[src/rtl/core/pls_pkg.sv]
// Shared types and constants for the phase-lock servo.
// Used by pls_div and phase_lock_servo_core; no dependencies.
package pls_pkg;

  // History ring depth; the averaging shift assumes a power of two.
  localparam int HIST_DEPTH = 4;
  localparam int HIST_AW    = $clog2(HIST_DEPTH);
  localparam int SUM_W      = 16 + HIST_AW;

  localparam int DIVD_W = 32;
  localparam int DIVS_W = 20;
  localparam int DIV_CW = $clog2(DIVD_W);

  localparam int CFG_IDX_W  = 3;
  localparam int CFG_DATA_W = 48;

  localparam logic [15:0] MIN_PERIOD    = 16'd16;
  localparam logic [8:0]  QUAL_SCALE    = 9'd400;
  localparam logic [6:0]  QUAL_FULL     = 7'd100;
  localparam logic [6:0]  SYNC_QUAL_MIN = 7'd50;

  typedef enum logic [1:0] {
    ACT_NONE    = 2'd0,
    ACT_SYNC    = 2'd1,
    ACT_SET     = 2'd2,
    ACT_NOMINAL = 2'd3
  } action_t;

  typedef enum logic [1:0] {
    MODE_COLD     = 2'd0,
    MODE_LOCKED   = 2'd1,
    MODE_RECOVERY = 2'd2
  } mode_t;

  typedef enum logic [CFG_IDX_W-1:0] {
    REG_NOMINAL  = 3'd0,
    REG_DEADBAND = 3'd1,
    REG_CONV     = 3'd2,
    REG_SLEW     = 3'd3,
    REG_COLD     = 3'd4,
    REG_LOCK     = 3'd5
  } reg_idx_t;

  typedef struct packed {
    logic busy;
    logic done;
  } div_stat_t;

endpackage

[src/rtl/core/pls_div.sv]
// Restoring serial divider, one quotient bit per cycle.
// Depends on pls_pkg for widths and the status struct.
module pls_div (
  input  logic                        clk,
  input  logic                        rst_n,
  input  logic                        start,
  input  logic [pls_pkg::DIVD_W-1:0]  dividend,
  input  logic [pls_pkg::DIVS_W-1:0]  divisor,
  output logic [pls_pkg::DIVD_W-1:0]  quotient,
  output pls_pkg::div_stat_t          stat
);
  import pls_pkg::*;

  logic              busy_r;
  logic              done_r;
  logic [DIV_CW-1:0] cnt_r;
  logic [DIVS_W-1:0] rem_r;
  logic [DIVD_W-1:0] quo_r;
  logic [DIVS_W:0]   trial;
  logic [DIVS_W:0]   diff;
  logic              fits;

  assign trial = {rem_r, quo_r[DIVD_W-1]};
  assign diff  = trial - {1'b0, divisor};
  assign fits  = (trial >= {1'b0, divisor});

  always_ff @(posedge clk) begin
    if (!rst_n) begin
      busy_r <= 1'b0;
      done_r <= 1'b0;
      cnt_r  <= '0;
    end else begin
      done_r <= 1'b0;
      if (start) begin
        busy_r <= 1'b1;
        cnt_r  <= '0;
      end else if (busy_r) begin
        cnt_r <= cnt_r + 1'b1;
        if (cnt_r == DIV_CW'(DIVD_W - 1)) begin
          busy_r <= 1'b0;
          done_r <= 1'b1;
        end
      end
    end
  end

  // The remainder always stays below the divisor, so 20 bits hold it.
  always_ff @(posedge clk) begin
    if (start) begin
      rem_r <= '0;
      quo_r <= dividend;
    end else if (busy_r) begin
      rem_r <= fits ? diff[DIVS_W-1:0] : trial[DIVS_W-1:0];
      quo_r <= {quo_r[DIVD_W-2:0], fits};
    end
  end

  assign quotient  = quo_r;
  assign stat.busy = busy_r;
  assign stat.done = done_r;

endmodule

[src/rtl/core/phase_lock_servo_core.sv]
// Phase-lock servo: sequencer, state, history ring and configuration registers.
// Depends on pls_pkg and the shared serial divider pls_div.
//
// Usage: an input transaction is either a beacon (operation 0: peer and local
// phase) or a maintenance tick (operation 1: uptime). Each one yields exactly
// one result transaction on the out_ channel. The block takes one transaction
// at a time and holds in_stall high until its result is loaded.
// A transaction goes straight from the prepare state to completion when no
// division is needed (cold sync, deadband, quality zero); when the slew or the
// quality percent is computed, the product is formed and sent to the serial divider.
// in_stall drops once the result is loaded, so a new transaction is only taken
// after the previous result has been placed in the output register.
// Results sit in an output register; if the receiver stalls, the finished
// result waits there and the next result waits for it to drain.
// Configuration writes go through cfg_valid/cfg_index/cfg_data, are always
// ready, and must only occur while the block is idle. Unknown indexes are
// ignored.
// Reset (synchronous, rst_n low) restores the register defaults, cold mode,
// the nominal period, a zero history and zero quality; no clearing pass.
module phase_lock_servo_core (
  input  logic                           clk,
  input  logic                           rst_n,
  input  logic                           in_valid,
  output logic                           in_stall,
  input  logic                           in_operation,
  input  logic [15:0]                    in_peer_phase,
  input  logic [15:0]                    in_local_phase,
  input  logic [47:0]                    in_uptime,
  output logic                           out_valid,
  input  logic                           out_stall,
  output logic [1:0]                     out_timer_action,
  output logic [15:0]                    out_sync_target,
  output logic [16:0]                    out_period_now,
  output logic signed [16:0]             out_phase_error,
  output logic [1:0]                     out_mode,
  output logic [6:0]                     out_quality,
  output logic                           out_is_slewing,
  output logic                           out_synchronized,
  input  logic                           cfg_valid,
  output logic                           cfg_ready,
  input  logic [pls_pkg::CFG_IDX_W-1:0]  cfg_index,
  input  logic [pls_pkg::CFG_DATA_W-1:0] cfg_data
);
  import pls_pkg::*;

  typedef enum logic [2:0] {
    S_IDLE, S_PREP, S_MUL, S_DIVGO, S_DIVW, S_DONE
  } state_t;

  // Configuration registers.
  logic [15:0] nominal_r, deadband_r, lock_r;
  logic [19:0] conv_r;
  logic [14:0] slew_lim_r;
  logic [47:0] cold_time_r;

  // Sequencer and servo state.
  state_t           state_r, state_nxt;
  mode_t            mode_r, mode_nxt;
  logic [16:0]      period_r, period_nxt;
  logic             slew_r, slew_nxt;
  logic [6:0]       qual_r, qual_nxt;
  logic [15:0]      hist_r [HIST_DEPTH];
  logic [HIST_AW-1:0] hptr_r, hptr_nxt;
  logic             hist_we;

  // Transaction and working registers.
  logic             op_r;
  logic [15:0]      peer_r, local_r;
  logic [47:0]      uptime_r;
  logic signed [17:0] err_r, err_nxt;
  logic [15:0]      mag_r, mag_nxt;
  logic [15:0]      avg_r, avg_nxt;
  logic [DIVD_W-1:0] prod_r, prod_nxt;
  action_t          act_r, act_nxt;
  logic [15:0]      tgt_r, tgt_nxt;

  // Output register.
  logic             out_valid_r, out_valid_nxt;
  action_t          o_act_r;
  logic [15:0]      o_tgt_r;
  logic [16:0]      o_per_r;
  logic [16:0]      o_err_r;
  mode_t            o_mode_r;
  logic [6:0]       o_qual_r;
  logic             o_slew_r, o_sync_r;
  logic             out_load;

  // Arithmetic helpers.
  logic [15:0]        p_eff;
  logic [DIVS_W-1:0]  conv_eff;
  logic signed [17:0] p_s, half_s, e_raw, e_wrap;
  logic [16:0]        mag17;
  logic [15:0]        mag16;
  logic [SUM_W-1:0]   sum;
  logic [15:0]        avg;
  logic [14:0]        q_lim;
  logic [16:0]        np;
  mode_t              mode_work;

  logic               div_start;
  logic [DIVS_W-1:0]  div_den;
  logic [DIVD_W-1:0]  quo;
  div_stat_t          div_stat;

  pls_div u_div (
    .clk      (clk),
    .rst_n    (rst_n),
    .start    (div_start),
    .dividend (prod_r),
    .divisor  (div_den),
    .quotient (quo),
    .stat     (div_stat)
  );

  assign p_eff    = (nominal_r < MIN_PERIOD) ? MIN_PERIOD : nominal_r;
  assign conv_eff = (conv_r == '0) ? DIVS_W'(1) : conv_r;
  assign p_s      = $signed({2'b00, p_eff});
  assign half_s   = $signed({3'b000, p_eff[15:1]});
  assign e_raw    = $signed({2'b00, peer_r}) - $signed({2'b00, local_r});

  always_comb begin
    if (e_raw > half_s) begin
      e_wrap = e_raw - p_s;
    end else if (e_raw < -half_s) begin
      e_wrap = e_raw + p_s;
    end else begin
      e_wrap = e_raw;
    end
  end

  always_comb begin
    logic [17:0] neg;
    neg   = 18'(-e_wrap);
    mag17 = e_wrap[17] ? neg[16:0] : e_wrap[16:0];
    mag16 = mag17[16] ? 16'hFFFF : mag17[15:0];
  end

  always_comb begin
    sum = '0;
    for (int i = 0; i < HIST_DEPTH; i++) begin
      sum = sum + SUM_W'(hist_r[i]);
    end
    avg = 16'(sum >> HIST_AW);
  end

  // Slew magnitude is clamped, then applied against the sign of the error.
  assign q_lim = (quo > DIVD_W'(slew_lim_r)) ? slew_lim_r : quo[14:0];

  always_comb begin
    if (err_r[17]) begin
      np = {1'b0, p_eff} + 17'(q_lim);
    end else if (16'(q_lim) > p_eff) begin
      np = '0;
    end else begin
      np = 17'(p_eff - 16'(q_lim));
    end
  end

  assign div_start = (state_r == S_DIVGO);
  assign div_den   = op_r ? DIVS_W'(p_eff) : conv_eff;
  assign in_stall  = (state_r != S_IDLE);
  assign cfg_ready = 1'b1;
  assign out_load  = (state_r == S_DONE) && (!out_valid_r || !out_stall);

  always_comb begin
    state_nxt     = state_r;
    mode_nxt      = mode_r;
    period_nxt    = period_r;
    slew_nxt      = slew_r;
    qual_nxt      = qual_r;
    hptr_nxt      = hptr_r;
    hist_we       = 1'b0;
    err_nxt       = err_r;
    mag_nxt       = mag_r;
    avg_nxt       = avg_r;
    prod_nxt      = prod_r;
    act_nxt       = act_r;
    tgt_nxt       = tgt_r;
    mode_work     = mode_r;
    out_valid_nxt = out_valid_r;

    if (out_valid_r && !out_stall) begin
      out_valid_nxt = 1'b0;
    end

    case (state_r)
      S_IDLE: begin
        if (in_valid) begin
          state_nxt = S_PREP;
        end
      end
      S_PREP: begin
        act_nxt = ACT_NONE;
        tgt_nxt = '0;
        if (!op_r) begin
          err_nxt  = e_wrap;
          mag_nxt  = mag16;
          hist_we  = 1'b1;
          hptr_nxt = (hptr_r == HIST_AW'(HIST_DEPTH - 1)) ? '0 : hptr_r + 1'b1;
          if (mode_r == MODE_COLD) begin
            tgt_nxt    = (peer_r >= p_eff) ? 16'd0 : peer_r;
            period_nxt = {1'b0, p_eff};
            slew_nxt   = 1'b0;
            act_nxt    = ACT_SYNC;
            state_nxt  = S_DONE;
          end else if (mag16 < deadband_r) begin
            if (slew_r) begin
              period_nxt = {1'b0, p_eff};
              slew_nxt   = 1'b0;
              act_nxt    = ACT_NOMINAL;
            end
            state_nxt = S_DONE;
          end else begin
            state_nxt = S_MUL;
          end
        end else begin
          err_nxt = '0;
          avg_nxt = avg;
          if (mode_r == MODE_COLD && uptime_r >= cold_time_r) begin
            period_nxt = {1'b0, p_eff};
            slew_nxt   = 1'b0;
            mode_work  = MODE_LOCKED;
            act_nxt    = ACT_NOMINAL;
          end
          mode_nxt = mode_work;
          if (mode_work == MODE_LOCKED && avg > lock_r) begin
            mode_nxt = MODE_RECOVERY;
          end else if (mode_work == MODE_RECOVERY && avg < (lock_r >> 1)) begin
            mode_nxt = MODE_LOCKED;
          end
          if (avg >= (p_eff >> 2)) begin
            qual_nxt  = '0;
            state_nxt = S_DONE;
          end else begin
            state_nxt = S_MUL;
          end
        end
      end
      S_MUL: begin
        prod_nxt  = op_r ? DIVD_W'(avg_r) * DIVD_W'(QUAL_SCALE)
                         : DIVD_W'(mag_r) * DIVD_W'(p_eff);
        state_nxt = S_DIVGO;
      end
      S_DIVGO: begin
        state_nxt = S_DIVW;
      end
      S_DIVW: begin
        if (div_stat.done) begin
          if (op_r) begin
            qual_nxt = QUAL_FULL - quo[6:0];
          end else begin
            period_nxt = np;
            slew_nxt   = 1'b1;
            act_nxt    = ACT_SET;
          end
          state_nxt = S_DONE;
        end
      end
      S_DONE: begin
        if (out_load) begin
          out_valid_nxt = 1'b1;
          state_nxt     = S_IDLE;
        end
      end
      default: begin
        state_nxt = S_IDLE;
      end
    endcase
  end

  always_ff @(posedge clk) begin
    if (!rst_n) begin
      state_r     <= S_IDLE;
      mode_r      <= MODE_COLD;
      period_r    <= 17'd50000;
      slew_r      <= 1'b0;
      qual_r      <= '0;
      hptr_r      <= '0;
      out_valid_r <= 1'b0;
      for (int i = 0; i < HIST_DEPTH; i++) begin
        hist_r[i] <= '0;
      end
      nominal_r   <= 16'd50000;
      deadband_r  <= 16'd5;
      conv_r      <= 20'd500000;
      slew_lim_r  <= 15'd250;
      cold_time_r <= 48'd10000000;
      lock_r      <= 16'd50;
    end else begin
      state_r     <= state_nxt;
      mode_r      <= mode_nxt;
      period_r    <= period_nxt;
      slew_r      <= slew_nxt;
      qual_r      <= qual_nxt;
      hptr_r      <= hptr_nxt;
      out_valid_r <= out_valid_nxt;
      if (hist_we) begin
        hist_r[hptr_r] <= mag16;
      end
      if (cfg_valid && cfg_ready) begin
        case (cfg_index)
          REG_NOMINAL:  nominal_r   <= cfg_data[15:0];
          REG_DEADBAND: deadband_r  <= cfg_data[15:0];
          REG_CONV:     conv_r      <= cfg_data[19:0];
          REG_SLEW:     slew_lim_r  <= cfg_data[14:0];
          REG_COLD:     cold_time_r <= cfg_data[47:0];
          REG_LOCK:     lock_r      <= cfg_data[15:0];
          default: ;
        endcase
      end
    end
  end

  // Payload registers: no reset needed.
  always_ff @(posedge clk) begin
    if (state_r == S_IDLE && in_valid) begin
      op_r     <= in_operation;
      peer_r   <= in_peer_phase;
      local_r  <= in_local_phase;
      uptime_r <= in_uptime;
    end
    err_r  <= err_nxt;
    mag_r  <= mag_nxt;
    avg_r  <= avg_nxt;
    prod_r <= prod_nxt;
    act_r  <= act_nxt;
    tgt_r  <= tgt_nxt;
    if (out_load) begin
      o_act_r  <= act_r;
      o_tgt_r  <= tgt_r;
      o_per_r  <= period_r;
      o_err_r  <= err_r[16:0];
      o_mode_r <= mode_r;
      o_qual_r <= qual_r;
      o_slew_r <= slew_r;
      o_sync_r <= (mode_r == MODE_LOCKED) && (qual_r >= SYNC_QUAL_MIN);
    end
  end

  assign out_valid        = out_valid_r;
  assign out_timer_action = o_act_r;
  assign out_sync_target  = o_tgt_r;
  assign out_period_now   = o_per_r;
  assign out_phase_error  = $signed(o_err_r);
  assign out_mode         = o_mode_r;
  assign out_quality      = o_qual_r;
  assign out_is_slewing   = o_slew_r;
  assign out_synchronized = o_sync_r;

  // The divider only finishes while the sequencer waits for it.
  a_div_done_wait: assert property (@(posedge clk) disable iff (!rst_n)
    div_stat.done |-> state_r == S_DIVW)
    else $error("divider finished outside the wait state");

  // A new result only appears out of the completion state.
  a_out_from_done: assert property (@(posedge clk) disable iff (!rst_n)
    $rose(out_valid_r) |-> $past(state_r) == S_DONE)
    else $error("result presented without completing a transaction");

  // A hard sync is only ordered in cold mode.
  a_sync_cold: assert property (@(posedge clk) disable iff (!rst_n)
    (out_valid_r && o_act_r == ACT_SYNC) |-> o_mode_r == MODE_COLD)
    else $error("hard sync outside cold mode");

endmodule

[config.mk]
export PLATFORM = sky130hd
export DESIGN_NAME = phase_lock_servo_core
export DESIGN_NICKNAME = d
export VERILOG_FILES = /design/src/rtl/core/pls_pkg.sv /design/src/rtl/core/pls_div.sv /design/src/rtl/core/phase_lock_servo_core.sv
export SDC_FILE = /design/constraint.sdc
export NUM_CORES = 2
export LEC_CHECK = 0
export BUFFER_PORTS_ARGS = -buffer_cell sky130_fd_sc_hd__buf_2
export CORE_ASPECT_RATIO = 1.75
export CORE_MARGIN = 10
export CORE_UTILIZATION = 42
export CTS_CLUSTER_DIAMETER = 80
export DETAILED_ROUTE_END_ITERATION = 10
export HOLD_SLACK_MARGIN = 0.15
export PLACE_DENSITY_LB_ADDON = 0.05
export SLEW_MARGIN = 30
export SYNTH_ARGS = -nofsm -noshare
export SYNTH_HDL_FRONTEND = slang
export SYNTH_HIERARCHICAL = 1
export SYNTH_SLANG_ARGS = --single-unit
[constraint.sdc]
create_clock -name clk -period 12.3 [get_ports clk]
set_input_delay 3.69 -clock clk [delete_from_list [all_inputs] [get_ports clk]]
set_output_delay 3.69 -clock clk [all_outputs]
set_load 0.005 [all_outputs]
**Word-level counts from Yosys, hierarchy flattened**

Memories as Yosys holds them, arrays and structs flattened.
Cells that the tools add are included.

- Bits in registers: 467
- Bits in writable memories: 64
- Bits of input ports: 137
- Logic and storage cells: 202
- Memories: 1

- $add $sub $neg: 14
- Multipliers: 2
- Order comparisons: 13
- Eq/ne operators: 25
- Mux-type cells: 72
- Bitwise logic cells: 4
- Reduce and logical (&&, ||, !) cells: 34

Memory list:

| name | words | width | rd ports | clocked after memory_dff | write ports | line | text |
|---|---|---|---|---|---|---|---|
| hist_r | 4 | 16 | 4 | 0 | 4 | phase_lock_servo_core.sv:62 | `logic [15:0] hist_r [HIST_DEPTH];` |

Operators by type and width:

| kind | count |
|---|---|
| 17-bit 2-to-1 mux | 10 |
| 32-bit 2-to-1 mux | 2 |
| 20-bit 2-to-1 mux | 3 |
| 48-bit greater-or-equal comparator | 1 |
| 16-bit 2-to-1 mux | 3 |
| 18-bit 2-to-1 mux | 2 |
| 17-bit case mux with 2 select lines | 1 |
| 32-bit by 15-bit > comparator with 1-bit output | 1 |
| 16-bit by 16-bit multiplier with 32-bit output | 1 |
| 2-bit 2-to-1 mux | 14 |
| 7-bit 2-to-1 mux | 4 |
| 25-bit 2-to-1 mux | 1 |
| 21-bit by 20-bit greater-or-equal comparator with 1-bit output | 1 |
| 16-bit by 5-bit multiplier with 21-bit output, second input constant | 1 |
| 3-bit 2-to-1 mux | 7 |
| 20-bit zero test | 1 |
| 1-bit 2-to-1 mux | 20 |
| 20-bit subtractor | 1 |
| 17-bit by 16-bit adder with 18-bit output | 1 |
| 17-bit by 17-bit adder with 18-bit output | 1 |
| 18-bit by 16-bit adder with 18-bit output | 1 |
| 17-bit by 18-bit < comparator with 1-bit output | 1 |
| 15-bit negation with 18-bit output | 1 |
| 3-bit case mux with 6 select lines | 1 |
| other kinds (47) | 84 |

**Depth between registers and ports, before layout**

- Depth in word-level cells: 14
- Mapped depth: 48
- Gate-level depth less buffers: 44

**Modules after synthesis**

The synthesis kept the hierarchy.

By module, submodules not included:

| module | times used | cells each | area each (um^2) | sequential area each (um^2) |
|---|---|---|---|---|
| phase_lock_servo_core | 1 | 3857 | 36889.1 | 12532.0 |
| pls_div | 1 | 388 | 3863.7 | 1501.4 |

**Worst setup path before layout**

No wires, ideal clock.

- Path type: reg-to-reg
- Start: register nominal_r[6]
- End: register period_r[14]
- Library setup time: 123 ps
- Arrival: 9028 ps
- Slack: 3149 ps
- Cell stages (with the launch flop): 46
- Path buffers: 2
- Cells stage by stage: dfxtp_1 inv_1 nand3_1 nor4_1 nand2_1 and2_1 clkbuf_1 inv_1 ha_1 nand3b_1 nor3_1 xnor2_1 ha_1 a21o_1 a2111oi_2 nor3_1 a2111oi_4 a21oi_2 [10 not listed] or2_1 o21ai_1 xnor2_2 nor2b_1 inv_1 ha_1 a21o_1 a21oi_1 nor2b_1 o21ai_0 nand2b_1 a21oi_1 nor2b_1 o21ai_0 nand2_1 a2111oi_0 a21oi_4 mux2_1

- Word-level cells in the longest chain between the ends: 12

RTL lines:

| item | line | text |
|---|---|---|
| from (decl) | phase_lock_servo_core.sv:51 | `logic [15:0] nominal_r, deadband_r, lock_r;` |
| from (signal assigned) | phase_lock_servo_core.sv:302 | `REG_NOMINAL: nominal_r <= cfg_data[15:0];` |
| 16-bit by 5-bit < comparator with 1-bit output | phase_lock_servo_core.sv:115 | `assign p_eff = (nominal_r < MIN_PERIOD) ? MIN_PERIOD : nominal_r;` |
| 16-bit 2-to-1 mux (*) | phase_lock_servo_core.sv:115 |  |
| 15-bit negation with 18-bit output | phase_lock_servo_core.sv:124 | `end else if (e_raw < -half_s) begin` |
| 17-bit by 18-bit < comparator with 1-bit output | phase_lock_servo_core.sv:124 |  |
| 18-bit 2-to-1 mux | phase_lock_servo_core.sv:124 |  |
| 18-bit 2-to-1 mux (*) | phase_lock_servo_core.sv:122 | `if (e_raw > half_s) begin` |
| 17-bit negation | phase_lock_servo_core.sv:133 | `neg = 18'(-e_wrap);` |
| 17-bit 2-to-1 mux (*) | phase_lock_servo_core.sv:134 | `mag17 = e_wrap[17] ? neg[16:0] : e_wrap[16:0];` |
| 16-bit 2-to-1 mux (*) | phase_lock_servo_core.sv:135 | `mag16 = mag17[16] ? 16'hFFFF : mag17[15:0];` |
| via mag16[9] | phase_lock_servo_core.sv:93 | `logic [15:0] mag16;` |
| 16-bit < comparator (*) | phase_lock_servo_core.sv:206 | `end else if (mag16 < deadband_r) begin` |
| 4-bit inequality test (no source line) (*) | n/a |  |
| 6-bit AND reduction (no source line) (*) | n/a |  |
| to (signal assigned) | phase_lock_servo_core.sv:292 | `period_r <= period_nxt;` |
| to (decl) | phase_lock_servo_core.sv:59 | `logic [16:0] period_r, period_nxt;` |

Mark *: on every way through the listed nets, which the timed path passes. The rest lies on a longest branch. The select of a mux whose other input is x is not followed.
A chain may end at the register's enable or synchronous reset.

**Worst setup path in the final report**

- Start: register peer_r[4]
- End: register period_r[14]

- Word-level cells in the longest chain between the ends: 10

RTL lines:

| item | line | text |
|---|---|---|
| from (decl) | phase_lock_servo_core.sv:68 | `logic [15:0] peer_r, local_r;` |
| from (signal assigned) | phase_lock_servo_core.sv:318 | `peer_r <= in_peer_phase;` |
| 16-bit by 16-bit subtractor with 17-bit output (*) | phase_lock_servo_core.sv:119 | `assign e_raw = $signed({2'b00, peer_r}) - $signed({2'b00, local_r});` |
| 17-bit by 17-bit adder with 18-bit output / 17-bit by 18-bit < comparator with 1-bit output (equally long branches) | phase_lock_servo_core.sv:125, phase_lock_servo_core.sv:124 |  |
| 18-bit 2-to-1 mux | phase_lock_servo_core.sv:124 |  |
| 18-bit 2-to-1 mux (*) | phase_lock_servo_core.sv:122 |  |
| 17-bit negation | phase_lock_servo_core.sv:133 |  |
| 17-bit 2-to-1 mux (*) | phase_lock_servo_core.sv:134 |  |
| 16-bit 2-to-1 mux (*) | phase_lock_servo_core.sv:135 |  |
| via mag16[9] | phase_lock_servo_core.sv:93 |  |
| 16-bit < comparator (*) | phase_lock_servo_core.sv:206 |  |
| 4-bit inequality test (no source line) (*) | n/a |  |
| 6-bit AND reduction (no source line) (*) | n/a |  |

Mark *: on every way through the listed nets, which the timed path passes. The rest lies on a longest branch.

==> flow_metrics.py <==
metrics = {
    "setup_path": {
        "cpPeakStageDelay_ns": 0.76,
        "crit_type": "reg -> reg",
        "cp_max_fo": 28,
        "worstPathArrival_ns": 11.82,
        "worst-path-buf-inv": 3,
        "required_ns": 12.81,
        "crit_family": "compound AO/OA/AOI/OAI gates",
        "cp-start-kind": "register",
        "critical-path-slowest-cell": "a2111oi_0",
        "worstSetupEndpointType": "register",
    },
    "timing": {
        "maxSlewViolCount": 0,
        "finalClockSkew_ns": 0.0452,
        "hold_violations": 0,
        "tightest_slew_ns": 1.05,
        "finalSetupTns_ns": 0,
        "min_period_ns": 11.31,
        "fmax_ghz": 0.0884,
        "fin_crit_sh_pct": 91.9,
        "rsz0062_at_grt": "false",
        "setup_viol": 0,
        "relSlewSlack_pct": 29.5,
    },
    "final_layout": {
        "final_area_um2": 45100,
        "layout_commonest_cell": "nand2_1",
        "final_nets": 5222,
        "final_cell_mix": "570 x nand2_1, 535 x inv_1, 445 x ha_1",
        "synthToLayoutAreaGrowth_pct": 10.8,
        "drive_gt1_share_pct": 11.1,
        "fillers": 9376,
    },
    "outcome": {
        "status": "finished clean",
    },
    "grt": {
        "antenna_found_initial": 4,
        "overflow": 0,
        "grt_pass1_vias": 33200,
        "grt_use_total_pct": 25.3,
        "grt_pass1_wl_um": 210000,
        "grt_max_degree": 70,
    },
    "synthesis": {
        "avgSynthCellArea_um2": 9.60,
        "synthCells": 4244,
        "yosys_warnings": 6,
        "syn_area_um2": 40700,
    },
    "floorplanning": {
        "rows": 151,
        "die_w_um": 255,
        "die_area_um2": 110000,
        "die_h_um": 432,
        "io_pins": 203,
        "start_util_pct": 42.2,
        "core-area_um2": 96500,
    },
    "cts": {
        "cts_tree": "done",
        "cts_root_buf": "clkbuf_16",
        "cts_num_sinks": 531,
        "clockBufferDepth": 3,
        "numCtsBuffers": 52,
        "postCtsResizedCells": 0,
        "ctsHoldBuffers": 0,
        "clock_latency_ns": 0.67,
        "htreeDepth": 2,
        "path_clk_slew_ns": 0.07,
        "cts_setup_buffers": 0,
    },
    "place": {
        "routabilityCongestion": 0.961,
        "hpwl_um": 109000,
        "dpl_cell_area_um2": 43300,
        "io_buffers": 201,
    },
    "drt": {
        "dr.pass1.iters": 5,
        "vias": 31500,
        "post_drt_wl_per_cell_um": 24.5,
        "ant_nets": 0,
        "viasPerCell": 5.48,
        "routed_wl_um": 141000,
        "drtIter0Drc": 1538,
        "drcViolationCount": 0,
    },
    "job": {
        "drv_cap": 0,
    },
    "min_path": {
        "min_path_type": "reg -> reg",
    },
}
-- final cells by class --
class	count	area [µm²]	area share, %
repair buffers	281	1610	3.56
clock buffers	73	1530	3.40
diodes	3	7.51	0.0166
clock inverters	25	325	0.721
multi-input cells	2990	24000	53.1
well taps	1300	1630	3.60
inverters	541	2030	4.50
flip-flops and latches	531	14000	31.1
-- stage by stage --
step,util (%),hold slack (ns),worst slack (ns),cells
global route,46.8,0.428,0.0740,5741
CTS,46.7,0.421,1.04,5741
finish,46.8,0.418,0.990,5744
global placement,44.8,0.401,1.36,5643
detailed placement,44.8,0.405,1.06,5643
floorplan,-,0.400,3.15,4246
-- state kept, by name, summed over array words and instances (netlist names), 17 cells and up --
name and count:
cold_time_r 48, out_phase_error 17, err_r 18, out_period_now 17, conv_r 20, period_r 17, uptime_r 48, u_div/rem_r 20
hist_r 64, u_div/quotient 32, prod_r 32
-- metal layers --
metal | share of wire, % | up-vias | GRT usage (%)
met3 | 4.0 | 292 | 3.27
met1 | 36 | 15500 | 26.1
met4 | 6.7 | 6 | 15.2
li1 | - | 14800 | -
met2 | 53 | 833 | 48.0
met5 | 0.025 | - | 0
-- worst paths after layout --
check,start,to,slack [ns],depth (start not counted)
max reg2reg,peer_r[4],period_r[14],0.99,42
min reg2reg,tgt_r[5],out_sync_target[5],0.42,0
max,peer_r[4],period_r[14],0.99,42
min,tgt_r[5],out_sync_target[5],0.42,0
Power is left out: the tool's default activity adds up to more than one toggle a clock period on the data nets, which glitch-free logic cannot reach.
